--- src/rtl/core/crc_pkg.sv ---
package crc_pkg;

    localparam int RadiusBits = 10;
    localparam int CoordBits  = 12;
    localparam int OffBits    = RadiusBits + 1;
    localparam int DecBits    = RadiusBits + 4;
    localparam int PointBits  = CoordBits + 1;
    localparam int PointCount = 8;
    localparam int IdxBits    = $clog2(PointCount);
    localparam int QueueDepth = 2;

    localparam logic OpStart = 1'b0;
    localparam logic OpStep  = 1'b1;

    localparam logic signed [DecBits-1:0] DecInit  = DecBits'(3);
    localparam logic signed [DecBits-1:0] DecInc   = DecBits'(6);
    localparam logic signed [DecBits-1:0] DecDiag  = DecBits'(10);

    // one queued step: either a done marker or the eight-point job
    typedef struct packed {
        logic                        done;
        logic signed [CoordBits-1:0] cx;
        logic signed [CoordBits-1:0] cy;
        logic        [OffBits-1:0]   a;
        logic        [OffBits-1:0]   b;
    } cmd_t;

    typedef struct packed {
        logic full;
        logic empty;
    } queue_status_t;

endpackage

--- src/rtl/core/crc_front.sv ---
module crc_front (
    input  logic                                clk,
    input  logic                                rst_n,
    input  logic                                req_valid,
    output logic                                req_ready,
    input  logic                                opcode,
    input  logic signed [crc_pkg::CoordBits-1:0] center_x,
    input  logic signed [crc_pkg::CoordBits-1:0] center_y,
    input  logic        [crc_pkg::RadiusBits-1:0] radius,
    input  crc_pkg::queue_status_t              q_status,
    output logic                                push,
    output crc_pkg::cmd_t                       push_cmd
);
    import crc_pkg::*;

    logic        [OffBits-1:0]   cur_x_reg, cur_x_next;
    logic        [OffBits-1:0]   cur_y_reg, cur_y_next;
    logic signed [DecBits-1:0]   dec_reg, dec_next;
    logic                        active_reg, active_next;
    logic signed [CoordBits-1:0] cx_reg, cx_next;
    logic signed [CoordBits-1:0] cy_reg, cy_next;

    logic accept;
    logic signed [DecBits-1:0] x_ext, y_ext;

    assign req_ready = !q_status.full;
    assign accept    = req_valid && req_ready;
    assign push      = accept && (opcode == OpStep);
    assign x_ext     = DecBits'(cur_x_reg);
    assign y_ext     = DecBits'(cur_y_reg);

    always_comb
    begin
        push_cmd.done = !active_reg;
        push_cmd.cx   = cx_reg;
        push_cmd.cy   = cy_reg;
        push_cmd.a    = cur_x_reg;
        push_cmd.b    = cur_y_reg;
    end

    always_comb
    begin
        cur_x_next  = cur_x_reg;
        cur_y_next  = cur_y_reg;
        dec_next    = dec_reg;
        active_next = active_reg;
        cx_next     = cx_reg;
        cy_next     = cy_reg;
        if (accept)
        begin
            if (opcode == OpStart)
            begin
                cx_next     = center_x;
                cy_next     = center_y;
                cur_x_next  = '0;
                cur_y_next  = OffBits'(radius);
                dec_next    = DecInit - (DecBits'(radius) <<< 1);
                active_next = 1'b1;
            end
            else if (active_reg)
            begin
                if (cur_x_reg < cur_y_reg)
                begin
                    if (dec_reg[DecBits-1])
                    begin
                        dec_next = dec_reg + (x_ext <<< 2) + DecInc;
                    end
                    else
                    begin
                        dec_next   = dec_reg + ((x_ext - y_ext) <<< 2) + DecDiag;
                        cur_y_next = cur_y_reg - OffBits'(1);
                    end
                    cur_x_next = cur_x_reg + OffBits'(1);
                    if (cur_x_next > cur_y_next)
                    begin
                        active_next = 1'b0;
                    end
                end
                else
                begin
                    active_next = 1'b0;
                end
            end
        end
    end

    always_ff @(posedge clk or negedge rst_n)
    begin
        if (!rst_n)
        begin
            cur_x_reg  <= '0;
            cur_y_reg  <= '0;
            dec_reg    <= '0;
            active_reg <= 1'b0;
            cx_reg     <= '0;
            cy_reg     <= '0;
        end
        else
        begin
            cur_x_reg  <= cur_x_next;
            cur_y_reg  <= cur_y_next;
            dec_reg    <= dec_next;
            active_reg <= active_next;
            cx_reg     <= cx_next;
            cy_reg     <= cy_next;
        end
    end

endmodule

--- src/rtl/core/crc_queue.sv ---
module crc_queue (
    input  logic                    clk,
    input  logic                    rst_n,
    input  logic                    push,
    input  crc_pkg::cmd_t           push_cmd,
    input  logic                    pop,
    output crc_pkg::cmd_t           head_cmd,
    output crc_pkg::queue_status_t  status
);
    import crc_pkg::*;

    localparam int PtrBits = (QueueDepth > 1) ? $clog2(QueueDepth) : 1;
    localparam int CntBits = $clog2(QueueDepth + 1);

    cmd_t               mem_reg [QueueDepth];
    logic [PtrBits-1:0] wr_ptr_reg, wr_ptr_next;
    logic [PtrBits-1:0] rd_ptr_reg, rd_ptr_next;
    logic [CntBits-1:0] count_reg, count_next;
    logic               do_push, do_pop;

    assign status.full  = (count_reg == CntBits'(QueueDepth));
    assign status.empty = (count_reg == '0);
    assign do_push      = push && !status.full;
    assign do_pop       = pop && !status.empty;
    assign head_cmd     = mem_reg[rd_ptr_reg];

    always_comb
    begin
        wr_ptr_next = wr_ptr_reg;
        rd_ptr_next = rd_ptr_reg;
        count_next  = count_reg;
        if (do_push)
        begin
            wr_ptr_next = (wr_ptr_reg == PtrBits'(QueueDepth - 1)) ? '0
                                                                     : wr_ptr_reg + PtrBits'(1);
        end
        if (do_pop)
        begin
            rd_ptr_next = (rd_ptr_reg == PtrBits'(QueueDepth - 1)) ? '0
                                                                     : rd_ptr_reg + PtrBits'(1);
        end
        if (do_push && !do_pop)
        begin
            count_next = count_reg + CntBits'(1);
        end
        else if (do_pop && !do_push)
        begin
            count_next = count_reg - CntBits'(1);
        end
    end

    always_ff @(posedge clk)
    begin
        if (do_push)
        begin
            mem_reg[wr_ptr_reg] <= push_cmd;
        end
    end

    always_ff @(posedge clk or negedge rst_n)
    begin
        if (!rst_n)
        begin
            wr_ptr_reg <= '0;
            rd_ptr_reg <= '0;
            count_reg  <= '0;
        end
        else
        begin
            wr_ptr_reg <= wr_ptr_next;
            rd_ptr_reg <= rd_ptr_next;
            count_reg  <= count_next;
        end
    end

endmodule

--- src/rtl/core/crc_back.sv ---
module crc_back (
    input  logic                                 clk,
    input  logic                                 rst_n,
    input  crc_pkg::queue_status_t               q_status,
    input  crc_pkg::cmd_t                        head_cmd,
    output logic                                 pop,
    output logic                                 res_valid,
    input  logic                                 res_ready,
    output logic signed [crc_pkg::PointBits-1:0] point_x,
    output logic signed [crc_pkg::PointBits-1:0] point_y,
    output logic                                 last_of_step,
    output logic                                 done_res
);
    import crc_pkg::*;

    cmd_t               cmd_reg;
    logic               cmd_valid_reg;
    logic [IdxBits-1:0] idx_reg;

    logic                        out_valid_reg;
    logic signed [PointBits-1:0] px_reg, py_reg;
    logic                        last_reg, done_reg;

    logic advance, is_last;
    logic [OffBits-1:0] u, v;
    int   cx_i, cy_i, u_i, v_i, px_i, py_i;

    assign advance = cmd_valid_reg && (!out_valid_reg || res_ready);
    assign is_last = cmd_reg.done || (idx_reg == IdxBits'(PointCount - 1));
    assign pop     = !q_status.empty && (!cmd_valid_reg || (advance && is_last));

    // idx bit 2 swaps the octant pair, bit 1 mirrors y, bit 0 mirrors x
    always_comb
    begin
        u    = idx_reg[2] ? cmd_reg.b : cmd_reg.a;
        v    = idx_reg[2] ? cmd_reg.a : cmd_reg.b;
        cx_i = int'(cmd_reg.cx);
        cy_i = int'(cmd_reg.cy);
        u_i  = int'(u);
        v_i  = int'(v);
        px_i = idx_reg[0] ? (cx_i - u_i) : (cx_i + u_i);
        py_i = idx_reg[1] ? (cy_i - v_i) : (cy_i + v_i);
    end

    always_ff @(posedge clk)
    begin
        if (pop)
        begin
            cmd_reg <= head_cmd;
        end
        if (advance)
        begin
            if (cmd_reg.done)
            begin
                px_reg <= '0;
                py_reg <= '0;
            end
            else
            begin
                px_reg <= px_i[PointBits-1:0];
                py_reg <= py_i[PointBits-1:0];
            end
            last_reg <= is_last;
            done_reg <= cmd_reg.done;
        end
    end

    always_ff @(posedge clk or negedge rst_n)
    begin
        if (!rst_n)
        begin
            cmd_valid_reg <= 1'b0;
            idx_reg       <= '0;
            out_valid_reg <= 1'b0;
        end
        else
        begin
            if (pop)
            begin
                cmd_valid_reg <= 1'b1;
                idx_reg       <= '0;
            end
            else if (advance)
            begin
                if (is_last)
                begin
                    cmd_valid_reg <= 1'b0;
                end
                idx_reg <= idx_reg + IdxBits'(1);
            end

            if (advance)
            begin
                out_valid_reg <= 1'b1;
            end
            else if (res_ready)
            begin
                out_valid_reg <= 1'b0;
            end
        end
    end

    assign res_valid    = out_valid_reg;
    assign point_x      = px_reg;
    assign point_y      = py_reg;
    assign last_of_step = last_reg;
    assign done_res     = done_reg;

endmodule

--- src/rtl/core/circle_rasterizer_core.sv ---
// Midpoint circle rasterizer with eight-way symmetry. A start transaction
// (opcode 0) loads centre and radius and returns nothing; each
// step transaction (opcode 1) returns the eight mirrored points of the current
// octant offset, the eighth flagged last_of_step, or a single done_res result
// when no circle is active. The front end walks the decision variable and
// accepts one transaction per cycle while its two-entry command queue has
// room; the back end drains the queue and drives one point per cycle, while
// res_ready allows, through a registered output. Each step therefore holds
// the single point port of the back end for its eight points, and a done step
// for one result. Results keep input order; duplicate points on the axes are
// emitted as they fall. Coordinates wrap to 13 bits.
module circle_rasterizer_core (
    input  logic                                  clk,
    input  logic                                  rst_n,
    input  logic                                  req_valid,
    output logic                                  req_ready,
    input  logic                                  opcode,
    input  logic signed [crc_pkg::CoordBits-1:0]  center_x,
    input  logic signed [crc_pkg::CoordBits-1:0]  center_y,
    input  logic        [crc_pkg::RadiusBits-1:0] radius,
    output logic                                  res_valid,
    input  logic                                  res_ready,
    output logic signed [crc_pkg::PointBits-1:0]  point_x,
    output logic signed [crc_pkg::PointBits-1:0]  point_y,
    output logic                                  last_of_step,
    output logic                                  done_res
);
    import crc_pkg::*;

    queue_status_t q_status;
    cmd_t          push_cmd;
    cmd_t          head_cmd;
    logic          push;
    logic          pop;

    // front: accept, classify, advance the octant walk
    crc_front u_front (
        .clk       (clk),
        .rst_n     (rst_n),
        .req_valid (req_valid),
        .req_ready (req_ready),
        .opcode    (opcode),
        .center_x  (center_x),
        .center_y  (center_y),
        .radius    (radius),
        .q_status  (q_status),
        .push      (push),
        .push_cmd  (push_cmd)
    );

    // decouples the walk from the point output
    crc_queue u_queue (
        .clk      (clk),
        .rst_n    (rst_n),
        .push     (push),
        .push_cmd (push_cmd),
        .pop      (pop),
        .head_cmd (head_cmd),
        .status   (q_status)
    );

    // back: mirror into eight points, one per cycle while res_ready allows
    crc_back u_back (
        .clk          (clk),
        .rst_n        (rst_n),
        .q_status     (q_status),
        .head_cmd     (head_cmd),
        .pop          (pop),
        .res_valid    (res_valid),
        .res_ready    (res_ready),
        .point_x      (point_x),
        .point_y      (point_y),
        .last_of_step (last_of_step),
        .done_res     (done_res)
    );

endmodule
--- config.mk ---
export PLATFORM = sky130hd
export DESIGN_NAME = circle_rasterizer_core
export DESIGN_NICKNAME = d
export VERILOG_FILES = /design/src/rtl/core/crc_pkg.sv /design/src/rtl/core/crc_front.sv /design/src/rtl/core/crc_queue.sv /design/src/rtl/core/crc_back.sv /design/src/rtl/core/circle_rasterizer_core.sv
export SDC_FILE = /design/constraint.sdc
export NUM_CORES = 1
export LEC_CHECK = 0
export BUFFER_PORTS_ARGS = -buffer_cell sky130_fd_sc_hd__buf_4
export CORE_MARGIN = 5
export CORE_UTILIZATION = 65
export CTS_CLUSTER_DIAMETER = 30
export CTS_CLUSTER_SIZE = 16
export DETAILED_ROUTE_END_ITERATION = 12
export HOLD_SLACK_MARGIN = 0.1
export PLACE_DENSITY = 0.84
export SLEW_MARGIN = 10
export SYNTH_ARGS = -nofsm -noshare
export SYNTH_HDL_FRONTEND = slang
export SYNTH_SLANG_ARGS = --single-unit
--- constraint.sdc ---
create_clock -name clk -period 6.4 [get_ports clk]
set_input_delay 1.28 -clock clk [delete_from_list [all_inputs] [get_ports clk]]
set_output_delay 1.28 -clock clk [all_outputs]
set_load 0.05 [all_outputs]
==> flow_summary.rst <==
.. list-table::
   :header-rows: 1

   * - Metric
     - Value
   * - Critical path buffer and inverter count
     - 2
   * - Detailed-route DRC error count
     - 0
   * - Number of global-route vias before repair
     - roughly 9k
   * - Standard-cell row count
     - 52
   * - Normalized max-slew margin
     - between 20% and 30%
   * - Post-synth net total
     - approximately 1.2k
   * - Top-Level Pins
     - just under 70
   * - Most common cell after layout, fill and taps aside
     - edfxtp_1
   * - Number of pins exceeding their max-slew limit in the final report
     - 0
   * - First-pass GRT wire length
     - 45.9 mm
   * - Flip-flop and latch count after synthesis
     - approximately 240
   * - Buffer levels on the longest clock path
     - 3
   * - Die extent in x
     - around 150 um
   * - Overall overflow remaining after global route
     - 0
   * - Reg2reg start
     - u_front.cur_x_reg[0]
   * - Final setup skew
     - 19.1 ps
   * - Sum of routed wire length over all layers
     - between 20 and 30 mm
   * - Average detailed-routed wire length per instance
     - about 19 um
   * - Critical Path Fanout Max
     - 8
   * - Count of distinct cell types in the synthesized netlist
     - 67
   * - Stages on the worst setup path
     - 18
   * - Cell area after synthesis
     - 13100 um2
   * - Data arrival time at the worst-slack endpoint
     - 4620 ps
   * - Shortest clock period the worst path allows after layout
     - around 4200 ps
   * - Count of flip-flops with a built-in enable after synthesis
     - 169
   * - Fraction of the yosys area taken by sequential cells
     - between 50% and 60%
   * - Fill cell instance count of the final layout
     - approximately 1.2k
   * - Clk sinks
     - ~240
   * - Flip-flop count of the largest register, all copies and words added
     - 94
   * - Inserted Clock Buffers
     - between 40 and 50
   * - Critical Path Source Type
     - register
   * - Commonest cells after routing, fill and taps aside
     - edfxtp_1 (169), ha_1 (98), nor2_1 (77)
   * - Slew at the pin with the worst max-slew slack
     - ~1200 ps
   * - CTS tree
     - built
   * - Number of detailed-routing iterations run before antenna repair
     - 6
   * - Maximum number of pins on one net before global-route repair
     - 66
   * - Number of post-CTS setup repair buffers
     - 0
   * - Average size of a mapped cell
     - between 10 and 15 um2
   * - Number of levels in the clock H-tree
     - 2
   * - Top_reg_cell synth
     - edfxtp_1
   * - Sequential Area
     - around 7000 um2
   * - Final setup violation count
     - 0
   * - Final hold violations
     - 0
   * - Number of gates resized after cts
     - 0
   * - Cells on worst reg2reg path
     - 18
   * - Clock tree root driver cell
     - clkbuf_16
   * - CP dominant cell by count
     - ha_1
   * - Insertion delay of the later-clocked pin in the worst-skew pair
     - 540 ps
   * - Class of the tightest hold or removal check
     - register to register
   * - Depth of the worst hold-timing path
     - 0
   * - Core Region
     - ~20000 um2
   * - Initial antenna violation count
     - 0
   * - Warning count from the yosys run
     - 0
   * - Instance count of the mapped netlist
     - approximately 1.1k
   * - TNS Setup
     - 0 ps
   * - Number of maximum-capacitance violations
     - 0
   * - Via count of the routed design
     - between 8k and 9k
   * - Number of buffers inserted by port buffering
     - between 60 and 70
   * - Achievable Freq
     - 238 MHz
   * - Height of the die
     - ~150 um
   * - Number of nets in the layout
     - 1329
   * - Routability Congestion
     - ~0.91
   * - Worst stage delay on the critical path
     - 450 ps
   * - Crit path cell chain
     - inv_1, ha_1, inv_1, fa_1, a211oi_1, o21ai_0, a31oi_1, nor2b_1, nor2_1, o21ai_0, xnor2_1, ha_1, ha_1, nand2_1, or4_1, nand3_1, xor2_1, a21oi_1
   * - Effective utilization at floorplan
     - around two thirds
   * - Origin of the worst min-delay path
     - u_front.cx_reg[2]
   * - CP Launch Point
     - u_front.cur_x_reg[0]
   * - Detailed-route vias per instance
     - around 6
   * - Nature of the critical path endpoint
     - register
   * - Startpoint-to-endpoint class of the critical path
     - register to register
   * - Combined area of the multi-input logic cells
     - between 6000 and 7000 um2
   * - Number of DRC markers after the initial detailed-route iteration
     - 627
   * - Antenna Violating Nets Remaining
     - 0
   * - Cell with the biggest individual delay on the critical path
     - dfrtp_1
   * - Worst endpoint required time
     - between 6000 and 7000 ps
   * - Post-route core utilization
     - between 70% and 80%
   * - Final worst-path cycle share
     - roughly two thirds
   * - Cell family with most CP delay
     - adder cells
   * - Share of synthesized registers carrying an async set or reset
     - 29.0%
   * - Global router's overall resource usage
     - 24.4%
   * - Layout cell share with drive strength beyond 1
     - 20.6%
   * - Overall die area
     - between 20000 and 25000 um2
   * - Setup repair after global routing missed its margin
     - no
   * - Hold Buf Count CTS
     - 0
   * - Clock transition at the registers of the reported paths
     - 50 ps
   * - Result of the run
     - finished, final reports clean
   * - DPL Wire Length
     - 18.9 mm
   * - Antenna Diode Count
     - 0
   * - Area overhead of the layout relative to synthesis
     - 17.8%
synthesized netlist by cell type, types with 8 or more instances:
library cell,instances,area (um2)
nand2_1,62,233
a21o_1,14,105
nand3_1,12,60.1
xor2_1,35,307
nor2_1,79,297
nand2b_1,13,81.3
dfrtp_1,69,1730
mux2_2,75,845
nor2b_1,12,75.1
edfxtp_1,169,5070
a31oi_1,9,56.3
a211oi_1,12,90.1
nor3_1,28,140
xnor2_1,55,482
a21oi_1,44,220
clkbuf_1,20,75.1
nor3b_1,9,67.6
mux2i_1,21,210
ha_1,98,1230
o21ai_0,66,330
inv_1,51,191
o31ai_1,13,97.6
o211ai_1,12,90.1
or2_2,8,50.1
cell type report:
cell class | count | area share, %
clock buffers | 42 | 6.67
clock inverters | 34 | 3.32
well taps | 270 | 2.19
flip-flops and latches | 238 | 44.1
multi-input cells | 781 | 38.9
repair buffers | 74 | 3.60
inverters | 51 | 1.24
worst register-to-register path, stage by stage (launching register included):
cell      delay (ps)
dfrtp_1          450
inv_1            120
ha_1             170
inv_1             60
fa_1             410
a211oi_1         300
o21ai_0          180
a31oi_1          430
nor2b_1           90
nor2_1           150
o21ai_0          130
xnor2_1          150
ha_1             290
ha_1             350
nand2_1           60
or4_1            400
nand3_1          100
xor2_1           160
a21oi_1           90
final timing paths:
check                           slack (ps)                      to
worst max register to register        2200     u_front.dec_reg[13]
max in group asynchronous             4730      u_queue.rd_ptr_reg
min in group asynchronous              530    u_queue.count_reg[1]
worst min-delay path                   470  u_queue.mem_reg[1][36]
worst max-delay path                  2200     u_front.dec_reg[13]
worst min register to register         470  u_queue.mem_reg[1][36]
layer usage:
metal	track usage, %	part of all wire [%]	up-vias
li1	-	-	4292
met1	33.1	42	4243
met2	39.7	49	308
met3	4.41	6.7	70
met4	9.03	3.1	0
met5	0	0	-
logic make-up after synthesis:
| group | count (synthesis) | share of synthesized area (%) |
|---|---|---|
| simple gates | 261 | 9.79 |
| flops | 238 | 51.9 |
| compound gates | 231 | 11.6 |
| fa+ha+maj | 103 | 10.1 |
| mux | 96 | 8.05 |
| xor+xnor | 90 | 6.02 |
| buf+inv | 81 | 2.47 |
per-stage QoR:
step | hold slack (ps) | setup slack (ps) | instance area (um2) | cells
after global routing | 475 | 1870 | 15400 | 1490
after global placement | 448 | 2410 | 13900 | 1414
after CTS | 471 | 2290 | 15400 | 1490
after floorplan | 424 | 1450 | 13100 | 1100
final | 468 | 2200 | 15400 | 1490
after detailed placement | 458 | 2310 | 13900 | 1414
Power is left out: the tool's default activity adds up to more than one toggle a clock period on the data nets, which glitch-free logic cannot reach.
